### config.mk
export PLATFORM = sky130hd
export DESIGN_NAME = ir_beacon_symbol_pattern_decoder_core
export DESIGN_NICKNAME = d
export VERILOG_FILES = /design/src/design/ibspd_pkg.sv /design/src/design/ibspd_sampler.sv /design/src/design/ibspd_frame.sv /design/src/design/ibspd_out_fifo.sv /design/src/design/ir_beacon_symbol_pattern_decoder_core.sv
export VERILOG_INCLUDE_DIRS = /design/src /design/src/design
export SDC_FILE = /design/constraint.sdc
export NUM_CORES = 1
export LEC_CHECK = 0
export ABC_AREA = 1
export BUFFER_PORTS_ARGS = -buffer_cell sky130_fd_sc_hd__buf_4
export CAP_MARGIN = 20
export CELL_PAD_IN_SITES_DETAIL_PLACEMENT = 0
export CELL_PAD_IN_SITES_GLOBAL_PLACEMENT = 2
export CORE_UTILIZATION = 38
export CTS_CLUSTER_SIZE = 40
export DETAILED_ROUTE_END_ITERATION = 7
export PLACE_DENSITY_LB_ADDON = 0.1
export SYNTH_ARGS = -nofsm -noshare
export SYNTH_HDL_FRONTEND = slang
export SYNTH_HIERARCHICAL = 1
export SYNTH_SLANG_ARGS = --single-unit
### constraint.sdc
create_clock -name clk_i -period 9.83 [get_ports clk_i]
set_clock_uncertainty 0.2 [all_clocks]
set_input_delay 0.4915 -clock clk_i [delete_from_list [all_inputs] [get_ports clk_i]]
set_output_delay 0.4915 -clock clk_i [all_outputs]
set_load 0.01 [all_outputs]
### src/design/assert_macros.svh
// ----------------------------------------------------------------------------
// assert_macros.svh
// Concurrent assertion helpers, sampled on clk_i, disabled while rst_ni low.
// ----------------------------------------------------------------------------
`ifndef ASSERT_MACROS_SVH
`define ASSERT_MACROS_SVH

// same-cycle implication
`define ASSERT_IMPL(lbl, ante, cons, msg) \
  lbl: assert property (@(posedge clk_i) disable iff (!rst_ni) (ante) |-> (cons)) \
    else $error(msg);

// next-cycle implication
`define ASSERT_NEXT(lbl, ante, cons, msg) \
  lbl: assert property (@(posedge clk_i) disable iff (!rst_ni) (ante) |=> (cons)) \
    else $error(msg);

`endif

### src/design/ibspd_pkg.sv
// ----------------------------------------------------------------------------
// ibspd_pkg
// Shared types, pattern tables and constants of the IR beacon decoder.
// ----------------------------------------------------------------------------
`default_nettype none

package ibspd_pkg;

  localparam int unsigned BITS_PER_SYMBOL = 4;
  localparam int unsigned PAT_LEN         = 16;
  localparam int unsigned NUM_PATTERNS    = 4;
  localparam int unsigned LEAD_LEN        = 4;

  typedef logic [3:0] nib_t;

  localparam nib_t IDLE_NIBBLE = 4'hF;

  localparam logic [15:0] DELAY_RESET  = 16'd500;
  localparam logic [15:0] PERIOD_RESET = 16'd1000;

  typedef enum logic [1:0] {
    PAT_UP    = 2'd0,
    PAT_LEFT  = 2'd1,
    PAT_RIGHT = 2'd2,
    PAT_BOTH  = 2'd3
  } pat_idx_e;

  localparam nib_t PAT_TABLE [NUM_PATTERNS][PAT_LEN] = '{
    '{4'd3, 4'd1, 4'd1, 4'd1, 4'd1, 4'd7, 4'd7, 4'd1,
      4'd7, 4'd15, 4'd15, 4'd15, 4'd15, 4'd15, 4'd15, 4'd15},
    '{4'd3, 4'd1, 4'd1, 4'd1, 4'd1, 4'd7, 4'd7, 4'd1,
      4'd1, 4'd15, 4'd15, 4'd15, 4'd15, 4'd15, 4'd15, 4'd15},
    '{4'd15, 4'd3, 4'd1, 4'd1, 4'd1, 4'd1, 4'd7, 4'd7,
      4'd1, 4'd1, 4'd15, 4'd15, 4'd15, 4'd15, 4'd15, 4'd15},
    '{4'd3, 4'd1, 4'd1, 4'd1, 4'd1, 4'd1, 4'd7, 4'd1,
      4'd1, 4'd1, 4'd15, 4'd15, 4'd15, 4'd15, 4'd15, 4'd15}
  };

  localparam nib_t LEAD_IN [LEAD_LEN] = '{4'h3, 4'h1, 4'h1, 4'h1};

  // flag vector: bit 2 up, bit 1 left, bit 0 right
  localparam logic [2:0] FLAG_NONE  = 3'b000;
  localparam logic [2:0] FLAG_UP    = 3'b100;
  localparam logic [2:0] FLAG_LEFT  = 3'b010;
  localparam logic [2:0] FLAG_RIGHT = 3'b001;

  typedef enum logic {
    REG_SAMPLE_DELAY = 1'b0,
    REG_BIT_PERIOD   = 1'b1
  } reg_idx_e;

  typedef struct packed {
    logic arm;
    logic sym_valid;
    nib_t nib;
  } samp_t;

  // packed MSB first: up_seen is bit 0
  typedef struct packed {
    logic [15:0] update_count;
    logic        right_seen;
    logic        left_seen;
    logic        up_seen;
  } res_t;

  function automatic logic [15:0] reload(input logic [15:0] v);
    reload = (v == 16'd0) ? 16'd1 : v;
  endfunction

endpackage

`default_nettype wire

### src/design/ibspd_sampler.sv
// ----------------------------------------------------------------------------
// ibspd_sampler
// Edge detect, tick timer and bit shifter; emits one nibble per symbol.
// ----------------------------------------------------------------------------
`default_nettype none

module ibspd_sampler (
  input  wire                 clk_i,
  input  wire                 rst_ni,
  input  wire                 step_i,
  input  wire                 pin_i,
  input  wire                 stop_i,
  input  wire [15:0]          delay_i,
  input  wire [15:0]          period_i,
  output ibspd_pkg::samp_t    samp_o
);

  typedef enum logic [1:0] {
    PH_IDLE,
    PH_WAIT,
    PH_SAMPLE
  } phase_e;

  phase_e      phase_q, phase_d;
  logic        prev_q, prev_d;
  logic [15:0] cnt_q, cnt_d;
  logic [3:0]  shift_q, shift_d;
  logic [2:0]  bits_q, bits_d;
  logic [15:0] cnt_dec;
  logic [3:0]  shift_nx;
  logic [2:0]  bits_nx;
  ibspd_pkg::samp_t samp;

  always_comb begin
    phase_d  = phase_q;
    prev_d   = pin_i;
    cnt_d    = cnt_q;
    shift_d  = shift_q;
    bits_d   = bits_q;
    samp     = '0;
    cnt_dec  = cnt_q - 16'd1;
    shift_nx = {shift_q[2:0], pin_i};
    bits_nx  = bits_q + 3'd1;
    unique case (phase_q)
      PH_IDLE: begin
        if (prev_q && !pin_i) begin
          samp.arm = 1'b1;
          shift_d  = '0;
          bits_d   = '0;
          cnt_d    = ibspd_pkg::reload(delay_i);
          phase_d  = PH_WAIT;
        end
      end
      PH_WAIT: begin
        if (cnt_dec == 16'd0) begin
          cnt_d   = ibspd_pkg::reload(period_i);
          phase_d = PH_SAMPLE;
          shift_d = {3'b000, pin_i};
          bits_d  = 3'd1;
        end else begin
          cnt_d = cnt_dec;
        end
      end
      PH_SAMPLE: begin
        if (cnt_dec == 16'd0) begin
          cnt_d   = ibspd_pkg::reload(period_i);
          shift_d = shift_nx;
          bits_d  = bits_nx;
          if (bits_nx == 3'(ibspd_pkg::BITS_PER_SYMBOL)) begin
            samp.sym_valid = 1'b1;
            samp.nib       = shift_nx;
            shift_d        = '0;
            bits_d         = '0;
            if (stop_i) begin
              phase_d = PH_IDLE;
            end
          end
        end else begin
          cnt_d = cnt_dec;
        end
      end
      default: begin
        phase_d = PH_IDLE;
      end
    endcase
  end

  assign samp_o = step_i ? samp : '0;

  always_ff @(posedge clk_i or negedge rst_ni) begin
    if (!rst_ni) begin
      phase_q <= PH_IDLE;
      prev_q  <= 1'b1;
      cnt_q   <= '0;
      shift_q <= '0;
      bits_q  <= '0;
    end else if (step_i) begin
      phase_q <= phase_d;
      prev_q  <= prev_d;
      cnt_q   <= cnt_d;
      shift_q <= shift_d;
      bits_q  <= bits_d;
    end
  end

endmodule

`default_nettype wire

### src/design/ibspd_frame.sv
// ----------------------------------------------------------------------------
// ibspd_frame
// Symbol store, lead-in check, two-frame pattern match and status registers.
// ----------------------------------------------------------------------------
`default_nettype none

module ibspd_frame #(
  parameter int unsigned SYMBOLS_PER_FRAME = 10
) (
  input  wire                 clk_i,
  input  wire                 rst_ni,
  input  wire                 step_i,
  input  wire                 clear_i,
  input  wire ibspd_pkg::samp_t samp_i,
  output logic                stop_o,
  output logic                res_valid_o,
  output ibspd_pkg::res_t     res_o
);

  localparam int unsigned N     = SYMBOLS_PER_FRAME;
  localparam int unsigned DEPTH = 2 * N;
  localparam int unsigned IDX_W = $clog2(DEPTH);
  localparam int unsigned CNT_W = $clog2(DEPTH + 1);

  ibspd_pkg::nib_t store_q [DEPTH];
  ibspd_pkg::nib_t view    [DEPTH];

  logic [CNT_W-1:0] cnt_q;
  logic [IDX_W-1:0] pos;
  logic             lead_fail;
  logic             done;
  logic             idle1;
  logic [3:0]       m0, m1;
  logic             decided;
  logic [2:0]       new_flags;
  logic             upd;
  logic [2:0]       flags_q, flags_d;
  logic [15:0]      upd_cnt_q, upd_cnt_d;

  assign pos = cnt_q[IDX_W-1:0];

  always_comb begin
    for (int i = 0; i < DEPTH; i++) begin
      view[i] = (i == DEPTH - 1) ? samp_i.nib : store_q[i];
    end
  end

  always_comb begin
    m0    = '1;
    m1    = '1;
    idle1 = 1'b1;
    for (int p = 0; p < ibspd_pkg::NUM_PATTERNS; p++) begin
      for (int i = 0; i < N; i++) begin
        if (view[i] != ibspd_pkg::PAT_TABLE[p][i]) begin
          m0[p] = 1'b0;
        end
        if (view[N+i] != ibspd_pkg::PAT_TABLE[p][i]) begin
          m1[p] = 1'b0;
        end
      end
    end
    for (int i = 0; i < N; i++) begin
      if (view[N+i] != ibspd_pkg::IDLE_NIBBLE) begin
        idle1 = 1'b0;
      end
    end
  end

  always_comb begin
    decided   = 1'b1;
    new_flags = ibspd_pkg::FLAG_NONE;
    if (m0[ibspd_pkg::PAT_UP]) begin
      if (idle1 || m1[ibspd_pkg::PAT_UP]) begin
        new_flags = ibspd_pkg::FLAG_UP;
      end else if (m1[ibspd_pkg::PAT_LEFT]) begin
        new_flags = ibspd_pkg::FLAG_UP | ibspd_pkg::FLAG_LEFT;
      end else if (m1[ibspd_pkg::PAT_RIGHT]) begin
        new_flags = ibspd_pkg::FLAG_UP | ibspd_pkg::FLAG_RIGHT;
      end else if (m1[ibspd_pkg::PAT_BOTH]) begin
        new_flags = ibspd_pkg::FLAG_UP | ibspd_pkg::FLAG_LEFT | ibspd_pkg::FLAG_RIGHT;
      end else begin
        new_flags = ibspd_pkg::FLAG_UP;
      end
    end else if (m0[ibspd_pkg::PAT_LEFT]) begin
      new_flags = ibspd_pkg::FLAG_LEFT;
    end else if (m0[ibspd_pkg::PAT_RIGHT]) begin
      new_flags = ibspd_pkg::FLAG_RIGHT;
    end else if (m0[ibspd_pkg::PAT_BOTH]) begin
      new_flags = ibspd_pkg::FLAG_LEFT | ibspd_pkg::FLAG_RIGHT;
    end else begin
      decided = 1'b0;
    end
  end

  assign lead_fail = samp_i.sym_valid && (cnt_q < CNT_W'(ibspd_pkg::LEAD_LEN))
                   && ((cnt_q + CNT_W'(1)) < CNT_W'(N))
                   && (samp_i.nib != ibspd_pkg::LEAD_IN[pos[1:0]]);
  assign done   = samp_i.sym_valid && (cnt_q == CNT_W'(DEPTH - 1));
  assign stop_o = lead_fail || done;
  assign upd    = done && decided;

  always_comb begin
    flags_d   = clear_i ? ibspd_pkg::FLAG_NONE : flags_q;
    upd_cnt_d = clear_i ? 16'd0 : upd_cnt_q;
    if (upd) begin
      flags_d   = new_flags;
      upd_cnt_d = upd_cnt_d + 16'd1;
    end
  end

  assign res_valid_o         = step_i && (upd || clear_i);
  assign res_o.up_seen       = flags_d[2];
  assign res_o.left_seen     = flags_d[1];
  assign res_o.right_seen    = flags_d[0];
  assign res_o.update_count  = upd_cnt_d;

  always_ff @(posedge clk_i) begin
    if (samp_i.sym_valid) begin
      store_q[pos] <= samp_i.nib;
    end
  end

  always_ff @(posedge clk_i or negedge rst_ni) begin
    if (!rst_ni) begin
      cnt_q     <= '0;
      flags_q   <= '0;
      upd_cnt_q <= '0;
    end else if (step_i) begin
      if (samp_i.arm) begin
        cnt_q <= '0;
      end else if (samp_i.sym_valid) begin
        cnt_q <= cnt_q + CNT_W'(1);
      end
      flags_q   <= flags_d;
      upd_cnt_q <= upd_cnt_d;
    end
  end

`include "assert_macros.svh"

  `ASSERT_IMPL(a_cnt_bound, 1'b1, cnt_q <= CNT_W'(DEPTH), "symbol count beyond store depth")
  `ASSERT_NEXT(a_upd_bumps, step_i && upd && !clear_i,
               upd_cnt_q == $past(upd_cnt_q) + 16'd1, "update count did not advance")

endmodule

`default_nettype wire

### src/design/ibspd_out_fifo.sv
// ----------------------------------------------------------------------------
// ibspd_out_fifo
// Two-entry result buffer between the decoder and the master stream.
// ----------------------------------------------------------------------------
`default_nettype none

module ibspd_out_fifo (
  input  wire                 clk_i,
  input  wire                 rst_ni,
  input  wire                 push_i,
  input  wire ibspd_pkg::res_t data_i,
  output logic                full_o,
  output logic                valid_o,
  input  wire                 ready_i,
  output ibspd_pkg::res_t     data_o
);

  ibspd_pkg::res_t mem_q [2];
  logic            wr_q, rd_q;
  logic [1:0]      cnt_q;
  logic            pop;

  assign full_o  = (cnt_q == 2'd2);
  assign valid_o = (cnt_q != 2'd0);
  assign data_o  = mem_q[rd_q];
  assign pop     = valid_o && ready_i;

  always_ff @(posedge clk_i) begin
    if (push_i) begin
      mem_q[wr_q] <= data_i;
    end
  end

  always_ff @(posedge clk_i or negedge rst_ni) begin
    if (!rst_ni) begin
      wr_q  <= 1'b0;
      rd_q  <= 1'b0;
      cnt_q <= '0;
    end else begin
      if (push_i) begin
        wr_q <= ~wr_q;
      end
      if (pop) begin
        rd_q <= ~rd_q;
      end
      cnt_q <= cnt_q + {1'b0, push_i} - {1'b0, pop};
    end
  end

`include "assert_macros.svh"

  `ASSERT_IMPL(a_no_push_full, push_i, !full_o || pop, "push into full result buffer")
  `ASSERT_IMPL(a_cnt_range, 1'b1, cnt_q != 2'd3, "result buffer count out of range")

endmodule

`default_nettype wire

### src/design/ir_beacon_symbol_pattern_decoder_core.sv
// ----------------------------------------------------------------------------
// ir_beacon_symbol_pattern_decoder_core
// IR beacon decoder: samples the pin per tick, collects symbols, matches
// two frames against the emitter patterns and publishes up/left/right flags.
// ----------------------------------------------------------------------------
//  channel   dir   handshake                 content
//  s_axis    in    tvalid/tready             one timer tick
//  m_axis    out   tvalid/tready             status update
//  apb       in    psel/penable/pwrite       sample delay, bit period
//
//  One tick is taken per clock while the result buffer has room; a status update
//  is held in the buffer before m_axis shows it. The per-tick step (timer, shifter,
//  2-frame compare) is combinational from the state registers to the two-entry buffer.
//  s_axis_tready drops only while both result buffer entries are held.
//  Reset is immediate; the symbol store needs no clearing pass.
// ----------------------------------------------------------------------------
`default_nettype none

module ir_beacon_symbol_pattern_decoder_core #(
  parameter int unsigned SYMBOLS_PER_FRAME = 10
) (
  input  wire         clk_i,
  input  wire         rst_ni,
  input  wire         psel,
  input  wire         penable,
  input  wire         pwrite,
  input  wire  [2:0]  paddr,
  input  wire  [31:0] pwdata,
  output logic [31:0] prdata,
  output logic        pready,
  input  wire         s_axis_tvalid,
  output logic        s_axis_tready,
  input  wire  [7:0]  s_axis_tdata,   // [0] pin_level, [1] clear_status
  output logic        m_axis_tvalid,
  input  wire         m_axis_tready,
  output logic [23:0] m_axis_tdata    // [0] up_seen, [1] left_seen, [2] right_seen,
                                      // [18:3] update_count
);

  logic [15:0]          delay_q, period_q;
  logic                 cfg_wr;
  ibspd_pkg::reg_idx_e  reg_idx;
  logic                 step;
  logic                 fifo_full;
  logic                 stop;
  logic                 res_valid;
  ibspd_pkg::samp_t     samp;
  ibspd_pkg::res_t      res, res_out;

  assign pready  = 1'b1;
  assign cfg_wr  = psel && penable && pwrite && pready;
  assign reg_idx = ibspd_pkg::reg_idx_e'(paddr[2]);

  always_comb begin
    unique case (reg_idx)
      ibspd_pkg::REG_SAMPLE_DELAY: prdata = {16'd0, delay_q};
      ibspd_pkg::REG_BIT_PERIOD:   prdata = {16'd0, period_q};
      default:                     prdata = '0;
    endcase
  end

  always_ff @(posedge clk_i or negedge rst_ni) begin
    if (!rst_ni) begin
      delay_q  <= ibspd_pkg::DELAY_RESET;
      period_q <= ibspd_pkg::PERIOD_RESET;
    end else if (cfg_wr) begin
      unique case (reg_idx)
        ibspd_pkg::REG_SAMPLE_DELAY: delay_q  <= pwdata[15:0];
        ibspd_pkg::REG_BIT_PERIOD:   period_q <= pwdata[15:0];
        default: ;
      endcase
    end
  end

  assign s_axis_tready = !fifo_full;
  assign step          = s_axis_tvalid && s_axis_tready;

  ibspd_sampler u_sampler (
    .clk_i    (clk_i),
    .rst_ni   (rst_ni),
    .step_i   (step),
    .pin_i    (s_axis_tdata[0]),
    .stop_i   (stop),
    .delay_i  (delay_q),
    .period_i (period_q),
    .samp_o   (samp)
  );

  ibspd_frame #(
    .SYMBOLS_PER_FRAME (SYMBOLS_PER_FRAME)
  ) u_frame (
    .clk_i       (clk_i),
    .rst_ni      (rst_ni),
    .step_i      (step),
    .clear_i     (s_axis_tdata[1]),
    .samp_i      (samp),
    .stop_o      (stop),
    .res_valid_o (res_valid),
    .res_o       (res)
  );

  ibspd_out_fifo u_out_fifo (
    .clk_i   (clk_i),
    .rst_ni  (rst_ni),
    .push_i  (res_valid),
    .data_i  (res),
    .full_o  (fifo_full),
    .valid_o (m_axis_tvalid),
    .ready_i (m_axis_tready),
    .data_o  (res_out)
  );

  assign m_axis_tdata = {5'd0, res_out};

endmodule

`default_nettype wire
==> impl_metrics.env, run 1 <==
export IMPL_status="complete, no violations"
export IMPL_wl_um=24800
export IMPL_ys_ff_latch=199
export IMPL_max_freq_mhz=203
export IMPL_min_path_type="input port to flop"
export IMPL_synth_top_area_share_pct=32.8
export IMPL_cts_root_buf="clkbuf_16"
export IMPL_synth_most_common_cell="nand2_1"
export IMPL_synth_common_cells="nand2_1, inv_1, nor2_1"
export IMPL_gr_usage_all_layers_pct=18.7
export IMPL_crit_family="simple AND/OR/NAND/NOR gates"
export IMPL_holdPathStages=3
export IMPL_yosys_warnings=6
export IMPL_die_y_um=168
export IMPL_layout_nets=1382
export IMPL_r2r_setup_slack_ns=4.91
export IMPL_setup_ws_ns=4.91
export IMPL_tns_ns=0
export IMPL_yosys_top_cells_area="edfxtp_1, dfrtp_1, nand2_1"
export IMPL_syn2layout_area_growth_pct=12.6
export IMPL_clock_latency_ns=0.43
export IMPL_cp_start_kind="flop"
export IMPL_dp_hpwl_um=17100
export IMPL_slowest_delay_ns=0.58
export IMPL_hold_start="pwdata[6]"
export IMPL_synth_area_leader_cell="edfxtp_1"
export IMPL_drcViolationCount=0
export IMPL_initial_core_util_pct=38.7
export IMPL_reg2reg_depth=21
export IMPL_avgSynthCellArea_um2=8.25
export IMPL_drt_wirelength_per_cell_um=14.8
export IMPL_end_kind="flop"
export IMPL_yosysUniqueCellTypes=42
export IMPL_register_area_um2=5570
export IMPL_grt_antenna_before_repair=0
export IMPL_synth_ff_type="edfxtp_1"
export IMPL_max_vdd_ir_drop_uv=83.7
export IMPL_r2r_end="u_out_fifo/mem_q[1][3]"
export IMPL_leakage_uw=0.00548
export IMPL_fin_crit_ns=4.92
export IMPL_syn_inst=1264
export IMPL_synth_edf_count=114
export IMPL_netlist_area_um2=10400
export IMPL_multi_input_area_um2=3910
export IMPL_cts_reportedPaths_clkPinSlew_ns=0.09
export IMPL_path_buf_inv=5
export IMPL_cts_sinks=199
export IMPL_crit_fanout=31
export IMPL_slew_headroom_pct=38.2
export IMPL_die_area_um2=28100
export IMPL_power_density_nw_per_um2=225
export IMPL_slew_violations=0
export IMPL_first_global_vias=7767
export IMPL_crit_chain="inv_1 -> ha_1 -> nand2_2 -> nor2_2 -> nand2_1 -> nand2_1 -> nand2_1 -> nor2_1 -> nand2_1 -> nor2_4 -> nand3_2 -> inv_1 -> nand2_1 -> nor2_2 -> buf_4 -> nand2_2 -> nand2_1 -> nand2_1 -> inv_1 -> nand2_1 -> inv_1"
export IMPL_gr_total_overflow=0
export IMPL_cpMostUsedCell="nand2_1"
export IMPL_post_cts_buffers=0
export IMPL_hold_violations=0
export IMPL_gp_congestion=0.732
export IMPL_grt_max_degree=68
export IMPL_cp_required_ns=9.68
export IMPL_cts_htree_levels=4
export IMPL_cts_tree="yes"
export IMPL_rsz0062_at_grt="false"
export IMPL_fin_crit_sh_pct=50.0
export IMPL_core_area_um2=27000
export IMPL_whs_endpoint="delay_q[6]"
export IMPL_power_uw=2640
export IMPL_maxCapViolCount=0
export IMPL_setup_viol=0
export IMPL_vias=7858
export IMPL_cts_max_path_buffers=2
export IMPL_drive_gt1_share_pct=12.7
export IMPL_r2r_start="u_sampler/cnt_q[0]"
export IMPL_first_iter_violations=482
export IMPL_worst_slew_pin_transition_ns=0.925
export IMPL_yosysSeqAreaShare_pct=53.4
export IMPL_numCtsBuffers=17
export IMPL_fp_dieW_um=168
export IMPL_post_place_ws_ns=4.86
export IMPL_slowest_stage="inv_1"
export IMPL_synthArstFlopShare_pct=42.7
export IMPL_num_io_pins=109
export IMPL_numPortBuffers=62
export IMPL_grt_pass1_wl_um=41200
export IMPL_crit_arrival_ns=4.77
export IMPL_ant_nets=0
export IMPL_diodes=0
export IMPL_vias_per_cell=4.70
export IMPL_dr_pass1_iters=4
export IMPL_num_rows=60
export IMPL_nFillCells=2701
export IMPL_crit_type="flop to flop"
==> power by group <==
| group | total [uW] | leakage [uW] | internal [uW] | switching (uW) |
|---|---|---|---|---|
| Sequential | 1120 | 0.00210 | 995 | 123 |
| Clock | 767 | 0.000319 | 393 | 374 |
| Combinational | 758 | 0.00306 | 276 | 482 |
==> registers in the layout (all words and copies together) (netlist names) <==
name / flops
delay_q: 16
period_q: 16
u_frame/cnt_q: 5
u_frame/flags_q: 3
u_frame/store_q: 76
u_frame/upd_cnt_q: 16
u_out_fifo/cnt_q: 2
u_out_fifo/mem_q: 38
u_out_fifo/rd_q: 1
u_out_fifo/wr_q: 1
u_sampler/bits_q: 3
u_sampler/cnt_q: 16
u_sampler/phase_q: 2
u_sampler/prev_q: 1
u_sampler/shift_q: 3
==> layout make-up <==
type,instances,area share [%]
Clock buffer,18,3.83
Clock inverter,14,1.74
Inverter,168,5.38
Multi-Input combinational cell,857,33.3
Sequential cell,199,47.4
Tap cell,341,3.63
Timing Repair Buffer,74,4.75
==> worst max-delay path by stage <==
stage	cells after the start	startpoint	to
after floorplan	20	u_sampler/cnt_q[0]	u_out_fifo/mem_q[0][0]
after global placement	21	u_sampler/cnt_q[0]	u_out_fifo/mem_q[1][12]
after detailed placement	21	u_sampler/cnt_q[0]	u_out_fifo/mem_q[1][13]
after CTS	21	u_sampler/cnt_q[0]	u_out_fifo/mem_q[1][3]
after global routing	21	u_sampler/cnt_q[0]	u_out_fifo/mem_q[1][3]
final	21	u_sampler/cnt_q[0]	u_out_fifo/mem_q[1][3]
==> worst min-delay path, stage by stage <==
cell and delay, ns:
buf_4 0.11, nand3_1 0.07, nand2_1 0.05
==> layout by cell type (no fill, tap or decap), drive strengths merged, types with 13 or more instances in the layout <==
master and n:
a21oi 33, nor2 140, nand2 457, inv 175, nand4 22, edfxtp 114
dfstp 13, ha 15, clkbuf 18, nand3 113, dfrtp 72, conb 22
buf 73
==> logic make-up after synthesis <==
family          after synthesis  synth area share [%]
simple gates                761                  31.4
other cells                   2                0.0720
fa+ha+maj                    15                  1.80
compound gates               50                  2.62
xor+xnor                      9                 0.756
buf+inv                     228                  9.94
flops                       199                  53.4
==> routing by layer <==
layer | share of wire, % | global-route usage (%) | routed length, um | vias up
met3 | 2.7 | 2.55 | 667 | 17
met1 | 49 | 25.3 | 12000 | 3632
met4 | 1.3 | 5.19 | 323 | 0
met5 | 0 | 0 | 0 | -
met2 | 47 | 31.2 | 11800 | 146
li1 | - | - | - | 4063
==> repair_timing <==
action / CTS / global route
hold buffers: 1 / 0
hold endpoints to repair: 18 / 0
resized for setup: 0 / 0
==> metrics by stage <==
stage / hold slack (ns) / util [%] / cells / instance area [um^2]
detailed placement: 0.207 / 41.1 / 1638 / 11100
global route: 0.0788 / 43.6 / 1671 / 11700
CTS: 0.0597 / 43.6 / 1671 / 11700
floorplan: -0.00409 / - / 1284 / 10500
finish: 0.0873 / 43.6 / 1671 / 11700
global placement: 0.212 / 41.1 / 1638 / 11100
(Power assumes the default switching activity.)
==> run 2: changes to the inputs <==
--- a/config.mk
+++ b/config.mk
@@ -6,12 +6,12 @@
 export SDC_FILE = /design/constraint.sdc
 export NUM_CORES = 1
 export LEC_CHECK = 0
-export ABC_AREA = 1
+export ABC_AREA = 0
 export BUFFER_PORTS_ARGS = -buffer_cell sky130_fd_sc_hd__buf_4
 export CAP_MARGIN = 20
 export CELL_PAD_IN_SITES_DETAIL_PLACEMENT = 0
 export CELL_PAD_IN_SITES_GLOBAL_PLACEMENT = 2
-export CORE_UTILIZATION = 38
+export CORE_UTILIZATION = 40
 export CTS_CLUSTER_SIZE = 40
 export DETAILED_ROUTE_END_ITERATION = 7
 export PLACE_DENSITY_LB_ADDON = 0.1
==> constraint.sdc (replaced) <==
create_clock -name clk_i -period 5 [get_ports clk_i]
set_clock_uncertainty 0.2 [all_clocks]
set_input_delay 0.25 -clock clk_i [delete_from_list [all_inputs] [get_ports clk_i]]
set_output_delay 0.25 -clock clk_i [all_outputs]
set_load 0.01 [all_outputs]
==> run 2 against run 1 <==
Compared with the run above: combinational power grew 73%; via count shrank 16%; die area shrank 9.9%; sequential power grew 92%; fmax grew 4.8%; worst setup slack lost 4.6 ns; first-iteration DRC count shrank 27%; synthesized area shrank 5.2%; routed wire length shrank 10%; sequential cell count is the same; cell area shrank 2.3%.
==> impl_metrics.env, run 2 <==
export IMPL_r2r_end="u_out_fifo/mem_q[1][13]"
export IMPL_maxCapViolCount=0
export IMPL_diodes=0
export IMPL_wl_um=22200
export IMPL_synth_ff_type="edfxtp_1"
export IMPL_fp_dieW_um=159
export IMPL_ys_ff_latch=199
export IMPL_power_switching_share_pct=33.0
export IMPL_fin_crit_sh_pct=93.8
export IMPL_leakage_uw=0.00439
export IMPL_synth_most_common_cell="edfxtp_1"
export IMPL_clockPowerShare_pct=28.8
export IMPL_nFillCells=2233
export IMPL_die_area_um2=25300
export IMPL_r2r_setup_slack_ns=0.31
export IMPL_gr_total_overflow=0
export IMPL_post_cts_buffers=0
export IMPL_worst_slew_pin_transition_ns=0.913
export IMPL_slew_headroom_pct=39.1
export IMPL_cts_sinks=199
export IMPL_slowest_stage="or4_4"
export IMPL_slew_violations=0
export IMPL_core_area_um2=24200
export IMPL_dr_pass1_iters=5
export IMPL_numPortBuffers=62
export IMPL_first_iter_violations=353
export IMPL_vias_per_cell=5.38
export IMPL_avgSynthCellArea_um2=12.2
export IMPL_fin_util_pct=47.3
export IMPL_grt_antenna_before_repair=0
export IMPL_num_io_pins=109
export IMPL_first_global_vias=6675
export IMPL_crit_arrival_ns=4.58
export IMPL_max_flop_register="u_frame/store_q"
export IMPL_fin_crit_ns=4.69
export IMPL_synth_edf_count=114
export IMPL_vias=6638
export IMPL_min_path_type="input port to asynchronous set/reset pin"
export IMPL_synth_top_area_share_pct=34.6
export IMPL_layout_common_cells="edfxtp_1, buf_4, nand2_1"
export IMPL_crit_chain="inv_1 -> ha_1 -> or3b_2 -> or3_1 -> a221o_1 -> nor4_4 -> and2_1 -> and4bb_1 -> nand2_2 -> or4_4 -> a21oi_4 -> o21ai_1 -> inv_1 -> and2_2"
export IMPL_slowest_delay_ns=0.54
export IMPL_grt_max_degree=53
export IMPL_path_buf_inv=2
export IMPL_crit_fanout=19
export IMPL_dpl_cell_area_um2=10600
export IMPL_synth_area_leader_cell="edfxtp_1"
export IMPL_reg2reg_depth=14
export IMPL_yosys_warnings=6
export IMPL_yosysSeqAreaShare_pct=56.3
export IMPL_combinationalPowerShare_pct=26.9
export IMPL_p_switching_uw=1600
export IMPL_max_vdd_ir_drop_uv=304
export IMPL_cpMostUsedCell="inv_1"
export IMPL_ant_nets=0
export IMPL_final_common_cell="edfxtp_1"
export IMPL_drive_gt1_share_pct=24.3
export IMPL_synth_common_cells="edfxtp_1, nand2_1, dfrtp_1"
export IMPL_cp_required_ns=4.89
export IMPL_synthArstFlopShare_pct=42.7
export IMPL_num_rows=57
export IMPL_grt_pass1_wl_um=35900
export IMPL_gr_usage_all_layers_pct=18.1
export IMPL_gp_congestion=0.819
export IMPL_power_density_nw_per_um2=423
export IMPL_setup_viol=0
export IMPL_status="complete, no violations"
export IMPL_top_regs="u_frame/store_q (76), u_out_fifo/mem_q (38)"
export IMPL_yosys_top_cells_area="edfxtp_1, dfrtp_1, mux2_2"
export IMPL_syn2layout_area_growth_pct=16.1
export IMPL_rsz0062_at_grt="false"
export IMPL_drcViolationCount=0
export IMPL_dp_hpwl_um=15600
export IMPL_yosysUniqueCellTypes=75
export IMPL_cts_htree_levels=4
export IMPL_postLayoutCellArea_um2=11500
export IMPL_max_freq_mhz=213
export IMPL_crit_type="flop to flop"
export IMPL_initial_core_util_pct=40.8
export IMPL_syn_inst=810
export IMPL_end_kind="flop"
export IMPL_largest_reg_flops=76
export IMPL_cts_tree="yes"
export IMPL_hold_violations=0
export IMPL_power_frac_seq_pct=44.2
export IMPL_drt_wirelength_per_cell_um=18.0
export IMPL_numCtsBuffers=17
export IMPL_tns_ns=0
export IMPL_cts_root_buf="clkbuf_16"
export IMPL_die_y_um=159
export IMPL_clock_latency_ns=0.44
export IMPL_cp_start_kind="flop"
export IMPL_netlist_area_um2=9880
export IMPL_r2r_start="u_sampler/cnt_q[1]"
export IMPL_p_int_uw=3250
export IMPL_cts_max_path_buffers=2
export IMPL_cts_reportedPaths_clkPinSlew_ns=0.08
export IMPL_crit_family="simple AND/OR/NAND/NOR gates"
export IMPL_layout_nets=962
-- run 2: power by group through the flow --
stage | clock, uW | combinational [uW] | sequential [uW]
after floorplan | 0 | 945 | 2110
after global placement | 0 | 1240 | 2210
after detailed placement | 0 | 1260 | 2210
after CTS | 1440 | 1270 | 2180
after global routing | 1510 | 1440 | 2180
final | 1400 | 1310 | 2150
-- run 2: repair_timing --
action | CTS | global route
hold buffers | 19 | 0
gates resized for setup | 0 | 0
endpoints found under the hold margin | 67 | 0
-- run 2: cell families after synthesis --
family / Yosys count / synth area share (%)
buffers and inverters: 74 / 4.32
other: 2 / 0.0760
adders and majority gates: 15 / 1.90
muxes: 74 / 9.48
DFF: 199 / 56.3
AOI/OAI and AO/OA: 112 / 8.34
xor gates and xnor gates: 18 / 1.60
and+or+nand+nor: 316 / 18.0
-- run 2: worst register-to-register path, delay by kind of cell (launching register included) --
| kind | cells | cell delay, ns |
|---|---|---|
| and+or+nand+nor | 8 | 2.64 |
| DFF | 1 | 0.44 |
| buffers and inverters | 2 | 0.25 |
| adders and majority gates | 1 | 0.16 |
| AOI/OAI and AO/OA | 3 | 0.66 |
-- run 2: metal layers --
metal,up-vias,wire length (um),global-route usage [%]
li1,3174,-,-
met1,3303,10300,24.1
met2,138,10800,30.1
met3,23,738,3.10
met4,0,390,5.33
met5,-,0,0
-- run 2: stage by stage --
| step | std cells | power [uW] | setup WS [ns] | hold slack [ns] |
|---|---|---|---|---|
| after global placement | 1181 | 3440 | 0.306 | 0.0421 |
| after detailed placement | 1181 | 3470 | 0.233 | 0.0413 |
| after global routing | 1234 | 5130 | 0.0353 | 0.151 |
| final | 1234 | 4860 | 0.310 | 0.103 |
| after floorplan | 830 | 3050 | 0.0162 | -0.246 |
| after CTS | 1232 | 4900 | 0.179 | 0.107 |
-- run 2: worst max-delay path by stage --
| stage | cells after the start | endpoint | slack [ns] | start |
|---|---|---|---|---|
| 2_1_floorplan | 16 | u_out_fifo/mem_q[0][0] | 0.02 | u_sampler/cnt_q[0] |
| 3_3_place_gp | 15 | u_out_fifo/mem_q[0][10] | 0.31 | u_sampler/cnt_q[1] |
| 3_5_place_dp | 15 | u_out_fifo/mem_q[1][10] | 0.23 | u_sampler/cnt_q[1] |
| 4_1_cts | 15 | u_out_fifo/mem_q[0][10] | 0.18 | u_sampler/cnt_q[1] |
| 5_1_grt | 14 | u_out_fifo/mem_q[1][11] | 0.04 | u_sampler/cnt_q[1] |
| 6_report | 14 | u_out_fifo/mem_q[1][13] | 0.31 | u_sampler/cnt_q[1] |
-- run 2: final cells by class --
cell class,instances,area (um^2),area share (%)
Sequential cell,199,5570,48.5
Multi-Input combinational cell,557,3980,34.7
Clock inverter,15,186,1.62
Clock buffer,17,425,3.71
Timing Repair Buffer,103,841,7.33
Inverter,19,71.3,0.622
Tap cell,324,405,3.53
==> run 3: changes to the inputs <==
--- a/config.mk
+++ b/config.mk
@@ -15,6 +15,7 @@
 export CTS_CLUSTER_SIZE = 40
 export DETAILED_ROUTE_END_ITERATION = 7
 export PLACE_DENSITY_LB_ADDON = 0.1
+export RECOVER_POWER = 100
 export SYNTH_ARGS = -nofsm -noshare
 export SYNTH_HDL_FRONTEND = slang
 export SYNTH_HIERARCHICAL = 1
==> run 3 against run 2 <==
Compared with the run above: the flow now finishes with violations (capacitance limit, slew limit); routed wire length is 0.29% higher; non-clock buffer count did not move; die area stayed put; critical path depth is the same; sequential cell count is the same; via count down 0.32%; sequential power barely moved; fmax increased by 0.15%; core utilization is 1.1 points lower; register-to-register slack barely moved; sequential share of layout area increased by 1.2 points; critical path type unchanged; largest power group unchanged.
==> impl_metrics.env, run 3 (same netlist as run 2, synthesis figures left out) <==
export IMPL_status="complete, but fails checks"
export IMPL_violations="capacitance limit, slew limit"
export IMPL_power_density_nw_per_um2=422
export IMPL_cts_sinks=199
export IMPL_setup_viol=0
export IMPL_cts_reportedPaths_clkPinSlew_ns=0.08
export IMPL_hold_violations=0
export IMPL_diodes=0
export IMPL_dr_pass1_iters=5
export IMPL_nFillCells=2296
export IMPL_maxCapViolCount=1
export IMPL_crit_type="flop to flop"
export IMPL_largest_reg_flops=76
export IMPL_final_common_cell="edfxtp_1"
export IMPL_met1_length_um=10400
export IMPL_crit_fanout=16
export IMPL_cts_tree="yes"
export IMPL_syn2layout_area_growth_pct=13.4
export IMPL_first_iter_violations=363
export IMPL_cts_root_buf="clkbuf_16"
export IMPL_stdcell_count=1234
export IMPL_dp_hpwl_um=15600
export IMPL_core_area_um2=24200
export IMPL_die_y_um=159
export IMPL_max_freq_mhz=214
export IMPL_tns_ns=0
export IMPL_leakage_uw=0.00415
export IMPL_drcViolationCount=0
export IMPL_max_vdd_ir_drop_uv=307
export IMPL_initial_core_util_pct=40.8
export IMPL_drive_gt1_share_pct=17.8
export IMPL_vias=6617
export IMPL_worst_slew_pin_transition_ns=2.00
export IMPL_die_area_um2=25300
export IMPL_fin_crit_ns=4.68
export IMPL_clock_latency_ns=0.44
export IMPL_slew_violations=35
export IMPL_cts_htree_levels=4
export IMPL_fp_dieW_um=159
export IMPL_max_flop_register="u_frame/store_q"
export IMPL_register_area_um2=5570
export IMPL_rsz0062_at_grt="false"
export IMPL_wl_met3_um=692
export IMPL_hold_slack_ns=0.117
export IMPL_num_io_pins=109
export IMPL_first_global_vias=6675
export IMPL_layout_common_cells="edfxtp_1, nand2_1, dfrtp_1"
export IMPL_fin_crit_sh_pct=93.7
export IMPL_end_kind="flop"
export IMPL_top_regs="u_frame/store_q (76), u_out_fifo/mem_q (38)"
export IMPL_drt_wirelength_per_cell_um=18.0
export IMPL_numCtsBuffers=17
export IMPL_place_inst=1181
export IMPL_cp_required_ns=4.98
export IMPL_top_layer="met4"
export IMPL_gr_usage_all_layers_pct=18.1
export IMPL_ant_nets=0
export IMPL_wl_met2_um=10700
export IMPL_layout_nets=962
export IMPL_slew_headroom_pct=-33.6
export IMPL_multi_input_area_um2=3830
export IMPL_grt_antenna_before_repair=0
export IMPL_post_cts_buffers=0
export IMPL_grt_pass1_wl_um=35900
export IMPL_gp_congestion=0.819
export IMPL_gr_total_overflow=0
export IMPL_numPortBuffers=62
export IMPL_grt_max_degree=53
export IMPL_min_path_type="input port to flop"
export IMPL_crit_arrival_ns=4.66
export IMPL_vias_per_cell=5.36
export IMPL_wl_um=22300
export IMPL_cts_max_path_buffers=2
export IMPL_num_rows=57
export IMPL_cp_start_kind="flop"
[run 3: worst max-delay path, stage by stage, from the launching register on]
cell and delay, ns:
dfrtp_1 0.44, inv_1 0.11, ha_1 0.16, or3b_2 0.48, or3_1 0.36, a221o_1 0.40, nor4_4 0.27, and2_1 0.20
and4bb_1 0.23, nand2_2 0.09, or4_4 0.54, a21oi_4 0.16, clkbuf_2 0.36, a21oi_1 0.15, a41o_1 0.27
[run 3: through the flow]
| stage | setup slack (ns) | utilization (%) | instance area [um^2] | total power (uW) |
|---|---|---|---|---|
| floorplan | 0.0162 | - | 9970 | 3050 |
| global placement | 0.306 | 43.9 | 10600 | 3440 |
| detailed placement | 0.233 | 43.9 | 10600 | 3470 |
| CTS | 0.179 | 47.2 | 11400 | 4900 |
| global route | 0.0414 | 46.2 | 11200 | 5000 |
| finish | 0.317 | 46.2 | 11200 | 4730 |
[run 3: repair_timing]
| action | CTS | global route |
|---|---|---|
| resized for setup | 0 | 0 |
| hold buffers | 19 | 0 |
| endpoints found under the hold margin | 67 | 0 |
[run 3: power by group]
| group | switching, uW | leakage, uW | internal [uW] |
|---|---|---|---|
| sequential | 199 | 0.00205 | 1940 |
| clock | 712 | 0.000298 | 689 |
| combinational | 676 | 0.00180 | 516 |
[run 3: layout make-up]
cell class	instances	share of cell area, %
Tap cell	324	3.62
Multi-Input combinational cell	557	34.2
Sequential cell	199	49.7
Clock inverter	15	1.66
Clock buffer	17	3.80
Timing Repair Buffer	103	6.41
Inverter	19	0.636
[run 3: worst paths after layout]
check                      slack [ns]                      end          startpoint  depth (start not counted)
max reg2reg                      0.32  u_out_fifo/mem_q[1][13]  u_sampler/cnt_q[1]                         14
min                              0.12     u_frame/upd_cnt_q[3]     s_axis_tdata[1]                          4
min reg2reg                      0.29       u_frame/flags_q[1]  u_frame/flags_q[1]                          1
max in group asynchronous        1.69         u_frame/cnt_q[4]              rst_ni                          3
max                              0.32  u_out_fifo/mem_q[1][13]  u_sampler/cnt_q[1]                         14
min in group asynchronous        0.71          u_out_fifo/rd_q              rst_ni                          2
[run 3: routing by layer]
layer	vias to the layer above	track usage [%]
met5	-	0
met1	3301	24.1
li1	3174	-
met3	21	3.10
met4	0	5.33
met2	121	30.1
